## config.mk

```make
export PLATFORM = sky130hd
export DESIGN_NAME = sorted_id_list_pair_flat
export DESIGN_NICKNAME = d
export VERILOG_FILES = /design/src/hw/rtl/sil_pkg.sv /design/src/hw/rtl/sil_req_if.sv /design/src/hw/rtl/sil_rsp_if.sv /design/src/hw/rtl/sorted_id_list_pair.sv /design/src/hw/rtl/sil_ram.sv /design/src/flat_wrapper.sv
export SDC_FILE = /design/constraint.sdc
export NUM_CORES = 1
export LEC_CHECK = 0
export BUFFER_PORTS_ARGS = -buffer_cell sky130_fd_sc_hd__buf_4
export CORE_AREA = 2 2 218 220
export CTS_CLUSTER_DIAMETER = 60
export DETAILED_ROUTE_END_ITERATION = 16
export DIE_AREA = 0 0 220 222
export GPL_TIMING_DRIVEN = 0
export PLACE_DENSITY = 0.7
export SETUP_SLACK_MARGIN = 0.2
export SKIP_CTS_REPAIR_TIMING = 1
export SKIP_LAST_GASP = 1
export SYNTH_ARGS = -nofsm -noshare
export SYNTH_HDL_FRONTEND = slang
export SYNTH_SLANG_ARGS = --single-unit
```

## constraint.sdc

```tcl
create_clock -name clk -period 4.4 [get_ports clk]
set_input_delay 0.22 -clock clk [delete_from_list [all_inputs] [get_ports clk]]
set_output_delay 0.22 -clock clk [all_outputs]
set_load 0.01 [all_outputs]
```

## src/hw/rtl/sil_pkg.sv

```systemverilog
`timescale 1ns / 1ps
// ----------------------------------------------------------------------------
// sil_pkg
// Field widths and operation codes shared by the sorted id list pair and its
// channel interfaces.
// ----------------------------------------------------------------------------
package sil_pkg;

    localparam int OP_W  = 2;
    localparam int SEL_W = 1;
    localparam int VID_W = 16;
    localparam int POS_W = 4;
    localparam int RID_W = 16;
    localparam int CNT_W = 5;

    localparam logic [OP_W-1:0] OP_INSERT = 2'd0;
    localparam logic [OP_W-1:0] OP_REMOVE = 2'd1;
    localparam logic [OP_W-1:0] OP_READ   = 2'd2;

endpackage

```

## src/hw/rtl/sil_req_if.sv

```systemverilog
`timescale 1ns / 1ps
// ----------------------------------------------------------------------------
// sil_req_if
// Request channel: one list operation per item, valid/ready handshake.
// ----------------------------------------------------------------------------
interface sil_req_if
    import sil_pkg::*;
();

    logic             valid;
    logic             ready;
    logic [OP_W-1:0]  op;
    logic [SEL_W-1:0] list_sel;
    logic [VID_W-1:0] vertex_id;
    logic [POS_W-1:0] position;

    modport source (
        output valid,
        input  ready,
        output op,
        output list_sel,
        output vertex_id,
        output position
    );

    modport sink (
        input  valid,
        output ready,
        input  op,
        input  list_sel,
        input  vertex_id,
        input  position
    );

endinterface

```

## src/hw/rtl/sil_rsp_if.sv

```systemverilog
`timescale 1ns / 1ps
// ----------------------------------------------------------------------------
// sil_rsp_if
// Response channel: one result item per request, valid/ready handshake.
// ----------------------------------------------------------------------------
interface sil_rsp_if
    import sil_pkg::*;
();

    logic             valid;
    logic             ready;
    logic [RID_W-1:0] read_id;
    logic             hit;
    logic             full_res;
    logic [CNT_W-1:0] count;

    modport source (
        output valid,
        input  ready,
        output read_id,
        output hit,
        output full_res,
        output count
    );

    modport sink (
        input  valid,
        output ready,
        input  read_id,
        input  hit,
        input  full_res,
        input  count
    );

endinterface

```

## src/hw/rtl/sorted_id_list_pair.sv

```systemverilog
`timescale 1ns / 1ps
// insert and remove walk the list where needed, between a setup and a finish state:
// the single ram read port walks one list entry per cycle; read does one ram read
// (none on a miss), and unknown op codes go straight from setup to finish
// one item in work at a time; the next is taken the cycle after the result is loaded
// a finished result waits in the output register until it is taken
// reset (rst_n, async, active low) empties both lists; entries themselves are not cleared
// ----------------------------------------------------------------------------
// sorted_id_list_pair
// Two bounded ascending id lists (incoming and outgoing) sharing one RAM,
// with insert, remove and positional read run by a small sequencer.
// ----------------------------------------------------------------------------
module sorted_id_list_pair
    import sil_pkg::*;
#(
    parameter int MAX_EDGES = 16,
    parameter int ID_BITS   = 16
) (
    input  logic      clk,
    input  logic      rst_n,
    sil_req_if.sink   req,
    sil_rsp_if.source rsp
);

    localparam int AW        = $clog2(MAX_EDGES);
    localparam int CW        = $clog2(MAX_EDGES + 1);
    localparam int RAW       = AW + 1;
    localparam int RAM_DEPTH = 2 ** RAW;

    localparam logic [2:0] ST_IDLE     = 3'd0;
    localparam logic [2:0] ST_START    = 3'd1;
    localparam logic [2:0] ST_INS      = 3'd2;
    localparam logic [2:0] ST_INS_LAST = 3'd3;
    localparam logic [2:0] ST_REM      = 3'd4;
    localparam logic [2:0] ST_RDW      = 3'd5;
    localparam logic [2:0] ST_FIN      = 3'd6;

    logic [2:0]         state_reg, state_next;
    logic [OP_W-1:0]    op_reg;
    logic               sel_reg;
    logic [ID_BITS-1:0] id_reg;
    logic [POS_W-1:0]   pos_reg;
    logic [AW-1:0]      idx_reg, idx_next;
    logic               found_reg, found_next;
    logic               hit_reg, hit_next;
    logic               full_reg, full_next;
    logic [ID_BITS-1:0] rid_reg, rid_next;
    logic [CW-1:0]      in_cnt_reg, out_cnt_reg;

    logic               out_valid_reg;
    logic [RID_W-1:0]   out_read_id_reg;
    logic               out_hit_reg;
    logic               out_full_reg;
    logic [CNT_W-1:0]   out_count_reg;

    logic               accept;
    logic [CW-1:0]      cnt_cur;
    logic               cnt_inc;
    logic               cnt_dec;
    logic               out_load;
    logic               read_ok;
    logic               rem_match;
    logic               rem_last;

    logic               ram_we;
    logic [AW-1:0]      w_idx;
    logic [AW-1:0]      r_idx;
    logic [ID_BITS-1:0] ram_wdata;
    logic [ID_BITS-1:0] ram_rdata;

    assign req.ready = (state_reg == ST_IDLE);
    assign accept    = req.valid && req.ready;
    assign cnt_cur   = sel_reg ? out_cnt_reg : in_cnt_reg;
    assign read_ok   = 32'(pos_reg) < 32'(cnt_cur);
    assign rem_match = !found_reg && (ram_rdata == id_reg);
    assign rem_last  = (CW'(idx_reg) == (cnt_cur - CW'(1)));

    // both lists share one ram, the list select is the top address bit
    sil_ram #(
        .WIDTH (ID_BITS),
        .DEPTH (RAM_DEPTH)
    ) u_ram (
        .clk   (clk),
        .we    (ram_we),
        .waddr ({sel_reg, w_idx}),
        .wdata (ram_wdata),
        .raddr ({sel_reg, r_idx}),
        .rdata (ram_rdata)
    );

    always_comb
    begin
        state_next = state_reg;
        idx_next   = idx_reg;
        found_next = found_reg;
        hit_next   = hit_reg;
        full_next  = full_reg;
        rid_next   = rid_reg;
        ram_we     = 1'b0;
        w_idx      = '0;
        ram_wdata  = id_reg;
        r_idx      = idx_reg;
        cnt_inc    = 1'b0;
        cnt_dec    = 1'b0;
        out_load   = 1'b0;

        case (state_reg)
            ST_IDLE:
            begin
                if (accept)
                begin
                    hit_next   = 1'b0;
                    full_next  = 1'b0;
                    rid_next   = '0;
                    found_next = 1'b0;
                    state_next = ST_START;
                end
            end
            ST_START:
            begin
                case (op_reg)
                    OP_INSERT:
                    begin
                        if (cnt_cur == CW'(MAX_EDGES))
                        begin
                            full_next  = 1'b1;
                            state_next = ST_FIN;
                        end
                        else if (cnt_cur == '0)
                        begin
                            ram_we     = 1'b1;
                            w_idx      = '0;
                            cnt_inc    = 1'b1;
                            state_next = ST_FIN;
                        end
                        else
                        begin
                            // walk down from the last entry
                            r_idx      = AW'(cnt_cur - CW'(1));
                            idx_next   = AW'(cnt_cur - CW'(1));
                            state_next = ST_INS;
                        end
                    end
                    OP_REMOVE:
                    begin
                        if (cnt_cur == '0)
                        begin
                            state_next = ST_FIN;
                        end
                        else
                        begin
                            r_idx      = '0;
                            idx_next   = '0;
                            state_next = ST_REM;
                        end
                    end
                    OP_READ:
                    begin
                        if (read_ok)
                        begin
                            r_idx      = AW'(pos_reg);
                            state_next = ST_RDW;
                        end
                        else
                        begin
                            state_next = ST_FIN;
                        end
                    end
                    default:
                    begin
                        state_next = ST_FIN;
                    end
                endcase
            end
            ST_INS:
            begin
                ram_we = 1'b1;
                w_idx  = idx_reg + AW'(1);
                if (ram_rdata >= id_reg)
                begin
                    // entry moves up one slot, keep walking down
                    ram_wdata = ram_rdata;
                    if (idx_reg == '0)
                    begin
                        state_next = ST_INS_LAST;
                    end
                    else
                    begin
                        idx_next = idx_reg - AW'(1);
                        r_idx    = idx_reg - AW'(1);
                    end
                end
                else
                begin
                    ram_wdata  = id_reg;
                    cnt_inc    = 1'b1;
                    state_next = ST_FIN;
                end
            end
            ST_INS_LAST:
            begin
                ram_we     = 1'b1;
                w_idx      = '0;
                ram_wdata  = id_reg;
                cnt_inc    = 1'b1;
                state_next = ST_FIN;
            end
            ST_REM:
            begin
                // after the match every entry moves down one slot
                if (found_reg)
                begin
                    ram_we    = 1'b1;
                    w_idx     = idx_reg - AW'(1);
                    ram_wdata = ram_rdata;
                end
                if (found_reg || rem_match)
                begin
                    found_next = 1'b1;
                end
                r_idx = idx_reg + AW'(1);
                if (rem_last)
                begin
                    hit_next   = found_reg || rem_match;
                    cnt_dec    = found_reg || rem_match;
                    state_next = ST_FIN;
                end
                else
                begin
                    idx_next = idx_reg + AW'(1);
                end
            end
            ST_RDW:
            begin
                rid_next   = ram_rdata;
                hit_next   = 1'b1;
                state_next = ST_FIN;
            end
            ST_FIN:
            begin
                if (!out_valid_reg || rsp.ready)
                begin
                    out_load   = 1'b1;
                    state_next = ST_IDLE;
                end
            end
            default:
            begin
                state_next = ST_IDLE;
            end
        endcase
    end

    always_ff @(posedge clk or negedge rst_n)
    begin
        if (!rst_n)
        begin
            state_reg     <= ST_IDLE;
            idx_reg       <= '0;
            found_reg     <= 1'b0;
            hit_reg       <= 1'b0;
            full_reg      <= 1'b0;
            in_cnt_reg    <= '0;
            out_cnt_reg   <= '0;
            out_valid_reg <= 1'b0;
        end
        else
        begin
            state_reg <= state_next;
            idx_reg   <= idx_next;
            found_reg <= found_next;
            hit_reg   <= hit_next;
            full_reg  <= full_next;
            if (cnt_inc)
            begin
                if (sel_reg)
                begin
                    out_cnt_reg <= out_cnt_reg + CW'(1);
                end
                else
                begin
                    in_cnt_reg <= in_cnt_reg + CW'(1);
                end
            end
            else if (cnt_dec)
            begin
                if (sel_reg)
                begin
                    out_cnt_reg <= out_cnt_reg - CW'(1);
                end
                else
                begin
                    in_cnt_reg <= in_cnt_reg - CW'(1);
                end
            end
            if (out_load)
            begin
                out_valid_reg <= 1'b1;
            end
            else if (rsp.ready)
            begin
                out_valid_reg <= 1'b0;
            end
        end
    end

    always_ff @(posedge clk)
    begin
        rid_reg <= rid_next;
        if (accept)
        begin
            op_reg  <= req.op;
            sel_reg <= req.list_sel;
            id_reg  <= ID_BITS'(req.vertex_id);
            pos_reg <= req.position;
        end
        if (out_load)
        begin
            out_read_id_reg <= RID_W'(rid_reg);
            out_hit_reg     <= hit_reg;
            out_full_reg    <= full_reg;
            out_count_reg   <= CNT_W'(cnt_cur);
        end
    end

    assign rsp.valid    = out_valid_reg;
    assign rsp.read_id  = out_read_id_reg;
    assign rsp.hit      = out_hit_reg;
    assign rsp.full_res = out_full_reg;
    assign rsp.count    = out_count_reg;

endmodule

```

## src/hw/rtl/sil_ram.sv

```systemverilog
`timescale 1ns / 1ps
// ----------------------------------------------------------------------------
// sil_ram
// Generic simple dual-port RAM: one write port, one read port, registered
// read data.
// ----------------------------------------------------------------------------
module sil_ram #(
    parameter int WIDTH = 16,
    parameter int DEPTH = 32
) (
    input  logic                     clk,
    input  logic                     we,
    input  logic [$clog2(DEPTH)-1:0] waddr,
    input  logic [WIDTH-1:0]         wdata,
    input  logic [$clog2(DEPTH)-1:0] raddr,
    output logic [WIDTH-1:0]         rdata
);

    logic [WIDTH-1:0] mem [DEPTH];
    logic [WIDTH-1:0] rdata_reg;

    always_ff @(posedge clk)
    begin
        if (we)
        begin
            mem[waddr] <= wdata;
        end
        rdata_reg <= mem[raddr];
    end

    assign rdata = rdata_reg;

endmodule
```

## src/flat_wrapper.sv

```systemverilog
// flat-port wrapper written by rule: the top's interface ports become plain ports
module sorted_id_list_pair_flat import sil_pkg::*;
#(
    parameter int MAX_EDGES = 16,
    parameter int ID_BITS   = 16
)
  (clk, rst_n, req_valid, req_ready, req_op, req_list_sel, req_vertex_id, req_position, rsp_valid, rsp_ready, rsp_read_id, rsp_hit, rsp_full_res, rsp_count);
  sil_req_if req_i ();
  sil_rsp_if rsp_i ();
  input  logic clk;
  input  logic rst_n;
  input wire logic [$bits(req_i.valid)-1:0] req_valid;
  output wire logic [$bits(req_i.ready)-1:0] req_ready;
  input wire logic [$bits(req_i.op)-1:0] req_op;
  input wire logic [$bits(req_i.list_sel)-1:0] req_list_sel;
  input wire logic [$bits(req_i.vertex_id)-1:0] req_vertex_id;
  input wire logic [$bits(req_i.position)-1:0] req_position;
  output wire logic [$bits(rsp_i.valid)-1:0] rsp_valid;
  input wire logic [$bits(rsp_i.ready)-1:0] rsp_ready;
  output wire logic [$bits(rsp_i.read_id)-1:0] rsp_read_id;
  output wire logic [$bits(rsp_i.hit)-1:0] rsp_hit;
  output wire logic [$bits(rsp_i.full_res)-1:0] rsp_full_res;
  output wire logic [$bits(rsp_i.count)-1:0] rsp_count;
  assign req_i.valid = req_valid;
  assign req_ready = req_i.ready;
  assign req_i.op = req_op;
  assign req_i.list_sel = req_list_sel;
  assign req_i.vertex_id = req_vertex_id;
  assign req_i.position = req_position;
  assign rsp_valid = rsp_i.valid;
  assign rsp_i.ready = rsp_ready;
  assign rsp_read_id = rsp_i.read_id;
  assign rsp_hit = rsp_i.hit;
  assign rsp_full_res = rsp_i.full_res;
  assign rsp_count = rsp_i.count;
  sorted_id_list_pair #(.MAX_EDGES(MAX_EDGES), .ID_BITS(ID_BITS)) u_core (.clk(clk), .rst_n(rst_n), .req(req_i), .rsp(rsp_i));
endmodule
```

# Word level (Yosys, flattened, before mapping)
# Memory sizes are Yosys's and may differ from the RTL's. A register that Yosys moved wholly into a read port is not among the register bits.
# Index checks and enable logic that the tools add are counted.
# totals
reg_bits	83
ram_bits	512
input_bits	27
out_inout_bits	25
elab_cells	136
n_memories	1
# op_classes
n_addsub	7
magnitude_cmp	2
eq_ne	20
n_mux	61
bitwise_logic	1
reduce_logical	27
# mem_list
name	depth	word_bits	rd	rd_ports_with_merged_regs	wr	line	text
u_core.u_ram.mem	32	16	1	1	1	sil_ram.sv:19	logic [WIDTH-1:0] mem [DEPTH];
# op_table
op	n
$pmux W16 S2	2
$mux W16	3
$mux W5	9
$pmux W4 S3	3
$mux W4	8
$mux W3	7
$mux W1	18
$pmux W3 S6	1
$eq A16 B16 Y1	1
$ge A16 B16 Y1	1
$pmux W4 S2	2
$sub A5 B1 Y5 const B	3
$add A5 B1 Y5 const B	2
$reduce_bool A2 Y1	5
$eq A3 B3 Y1 const B	3
$pmux W1 S3	3
$pmux W3 S3	1
$reduce_and A3 Y1	3
$ne A2 B1 Y1 const B	4
$reduce_and A4 Y1	2
$eq A3 B2 Y1 const B	2
$ne A2 B2 Y1 const B	3
$ne A3 B3 Y1 const B	2
$reduce_and A2 Y1	3
20 further kinds	27

# Depth between registers and ports, before layout
# logic_depth
depth_word	8
depth_mapped	17
depth_no_buf	13

# Modules after synthesis
# From an unflattened synthesis, not the netlist that was laid out.
# unflattened
hier_cells	1580
hier_area_um2	25398.1
# by_module_without_submodules
mod	instances	cells_each	area_per_inst_um2	seq_area_each_um2
sil_ram	1	1143	20534.7	15695.1
sorted_id_list_pair	1	437	4863.4	2387.3

# Worst setup path before layout
# OpenSTA, ideal clock, no wires.
# synth_timing
path_type	register to register
from	register u_core.id_reg[0]
to	memory u_core.u_ram.mem[0][15], data pin
setup_ps	454
t_arrival_ps	3460
required_time_ps	3946
setup_slack_ps	486
path_stages_with_launch	9
n_path_buf	1
synth_period_minus_slack_ps	3914
cell_sequence	edfxtp_1 -> ha_1 -> nand2b_1 -> a2111o_1 -> a32o_1 -> nor3_1 -> a21oi_1 -> clkbuf_1 -> o21ai_0
# synth_between
elab_chain_cells	3
# synth_rtl
element	line	text
from (decl)	sorted_id_list_pair.sv:41	logic [ID_BITS-1:0] id_reg;
from (signal assigned)	sorted_id_list_pair.sv:314	id_reg <= ID_BITS'(req.vertex_id);
$ge A16 B16 Y1	sorted_id_list_pair.sv:179	if (ram_rdata >= id_reg)
$mux W16	sorted_id_list_pair.sv:179	
$pmux W16 S2	sorted_id_list_pair.sv:107	case (state_reg)
named net u_core.ram_wdata[15]	sorted_id_list_pair.sv:68	logic [ID_BITS-1:0] ram_wdata;
to (decl)	sil_ram.sv:19	
# The timed path passes the listed nets, and every way through them passes these cells.

# Worst setup path in the final report
# layout_timing
from	register u_core.sel_reg
to	register u_core.u_ram.rdata_reg[10] (netlist: u_core.u_ram.rdata[10]), read port of u_core.u_ram.mem
# layout_between
elab_chain_cells	6
word_cells_on_any_way	11
classes_between	add/sub: 1; order compare: 1; eq/ne: 1; mux: 7; reduce/logical: 1
# layout_rtl
element	line	text
from (decl)	sorted_id_list_pair.sv:40	logic sel_reg;
from (signal assigned)	sorted_id_list_pair.sv:313	sel_reg <= req.list_sel;
$mux W5	sorted_id_list_pair.sv:73	assign cnt_cur = sel_reg ? out_cnt_reg : in_cnt_reg;
$sub A5 B1 Y5 / $logic_not A5 Y1 (equally long branches)	--	
$mux W4	sorted_id_list_pair.sv:129	else if (cnt_cur == '0)
$mux W4	sorted_id_list_pair.sv:124	if (cnt_cur == CW'(MAX_EDGES))
$pmux W4 S3	sorted_id_list_pair.sv:121	case (op_reg)
$pmux W4 S3	sorted_id_list_pair.sv:107	
to (decl)	sil_ram.sv:20	logic [WIDTH-1:0] rdata_reg;
# Several ways; a longest one is shown, not always the timed one.
# A chain may end at the register's enable or synchronous reset.

==> results.cfg <==
[outcome]
status = complete, no violations

[placed_design]
place.gp.congestion = 0.963
hpwl_microns = 46600
dp.cells = 2673
port_buffers = 51

[worst_setup_path]
crit_path_end_kind = register
cp.arrival_ps = 4720
critical_path_class = reg2reg
required_ps = 4900
startpoint_type = register
critPathMaxFanout = 10

[layout]
finalNonFillerCells = 2841
drive_gt1_share_pct = 18.2
fin_nets = 2246
n_antenna_cell = 0
area.growth.synth_to_final_pct = 19.8
largest_register_ffs = 512
layout_common_cells = edfxtp_1 (574), nand2_1 (490), nand3_1 (203)
regMostFlops = u_core.u_ram.mem
final_common_cell = edfxtp_1

[synthesis]
ys_ff_latch = 611
ys_warn_count = 0
syn_inst = 1991
synth_edf_count = 574
synthesis.area_sq_mm = 0.0253
syn_avg_cell_area_sq_um = 12.7
synth-async-reset-ratio_pct = 3.44
ys_types = 88
ys.flop_type = edfxtp_1
synth_nets = 2052
yosysSeqAreaShare_pct = 71.4

[timing]
relSlewSlack_pct = 20.6
maxSlewViolCount = 0
skew_ps = 25.6
setup_viol = 0
worst_pin_slew_ps = 1190
hold_violations = 0
fmax_mhz = 237
post-route-min-period_ps = 4220
fin_crit_sh_pct = 95.9
rsz0062_at_grt = yes

[clocking]
clock_latency_ps = 640
htree_levels = 2
clockBufferDepth = 3
clkTransAtPathRegs_ps = 60
cts_tree = done
cts-buffers-inserted = 61
clock_sinks = 611
root_buffer = clkbuf_16

[floorplan]
die-height_microns = 222
core-area_sq_mm = 0.0463
rows = 79
pin_count = 52
fp.dieW_microns = 220
die-area_sq_mm = 0.0488
start_util_pct = 54.8

[global_routing]
grt_max_degree = 33
overflow = 0
antenna_found_initial = 0
grt_pass1_wl_microns = 98600
gr-usage-all-layers_pct = 27.2
first_global_vias = 16320

[routing]
drtIter0Drc = 1889
drc = 0
drtPass1Iterations = 6
routed_via_density = 5.97
wire_per_inst_microns = 23.6
wl_microns = 66900
ant_nets = 0
vias = 16950

[hold_path]
hp-class = in2async

[job]
maxCapViolations = 0
## metrics by stage
| stage | instance area [sq um] | hold WS, ps | setup slack (ps) | setup TNS [ps] | util, % |
|---|---|---|---|---|---|
| finish | 30400 | 27.2 | 180 | 0 | 65.6 |
| global route | 30400 | 42.2 | 77.2 | 0 | 65.6 |
| CTS | 29000 | -544 | -1490 | -32150 | 62.6 |
| detailed placement | 27000 | 135 | -1450 | -30080 | 58.5 |
| global placement | 26500 | 129 | -2980 | -1034030 | 57.2 |
| floorplan | 25300 | -75.6 | 486 | 0 | - |
## per-layer routing
| layer | up-vias | global-route usage (%) | share of wire, % | routed length (microns) |
|---|---|---|---|---|
| li1 | 7684 | - | - | - |
| met1 | 8389 | 36.8 | 40 | 26800 |
| met2 | 759 | 43.7 | 49 | 32500 |
| met3 | 118 | 3.80 | 7.6 | 5100 |
| met4 | 0 | 12.5 | 3.9 | 2600 |
| met5 | - | 0 | 0 | 0 |
## critical path, stage by stage, from the launching register on
cell and delay (ps):
edfxtp_1 410, buf_6 170, buf_12 130, mux2i_4 220, ha_4 200, nor4b_4 280
o211ai_1 240, and4_1 250, o211ai_1 200, a22o_1 250, o31a_1 200, buf_6 180
buf_12 150, buf_6 160, nand2_1 70, nand3_1 80, nand4_1 340, nor4_4 540
## cell usage after synthesis, types with 3 or more instances
library cell,instances,share of area (%)
a21oi_1,28,0.55
buf_2,44,0.87
inv_1,34,0.50
ha_1,32,1.6
o21ai_0,41,0.81
nor4_1,18,0.44
mux2_2,5,0.22
and3_1,4,0.099
nor2_1,152,2.3
nor2_2,4,0.099
nand4_1,40,0.99
nor2b_1,7,0.17
a32oi_1,3,0.10
xor2_1,3,0.10
and2_1,20,0.49
clkbuf_1,28,0.41
nand2b_1,7,0.17
a41oi_1,3,0.10
a22oi_1,4,0.12
a32o_1,3,0.12
nand3b_1,15,0.44
o21a_1,4,0.12
dfxtp_1,16,1.3
nand3_1,211,4.2
o2111ai_1,31,1.1
mux2i_2,3,0.16
or3b_1,3,0.10
a21o_1,11,0.33
buf_4,17,0.50
nor3_1,7,0.14
xnor2_1,14,0.48
nand2_1,493,7.3
o211ai_1,6,0.18
a22o_1,4,0.14
a311oi_1,5,0.17
dfrtp_1,21,2.1
a31oi_1,6,0.15
mux2i_1,6,0.24
a211oi_1,4,0.12
edfxtp_1,574,68
## cells by family after synthesis
family,share of synthesized area [%]
adder cells (fa/ha/maj),1.74
XOR/XNOR,0.588
AND/OR/NAND/NOR,17.8
flip-flops,71.4
multiplexers,0.756
buffers and inverters,2.41
AO/OA/AOI/OAI,5.29
## cell type report
class	count	area, sq um
well taps	607	759
flip-flops and latches	611	18100
multi-input cells	1253	7320
clock buffers	80	1640
repair buffers	131	1390
inverters	35	135
fillers	3231	15900
plain buffers	92	742
clock inverters	32	279
## path summary, 6_finish.rpt
path	to	start	slack [ps]	cells past startpoint
setup / recovery	u_core.u_ram.rdata[10]	u_core.sel_reg	180	17
hold / removal	u_core.out_cnt_reg[3]	rst_n	30	2
setup reg to reg	u_core.u_ram.rdata[10]	u_core.sel_reg	180	17
hold reg to reg	u_core.rsp.read_id[9]	u_core.rid_reg[9]	420	0
max in group asynchronous	u_core.hit_reg	rst_n	4130	2
min in group clk	u_core.id_reg[7]	req_vertex_id[7]	300	2
Power is not shown: default switching activity piles up to over one toggle a cycle in this logic, so the estimate is an artifact.
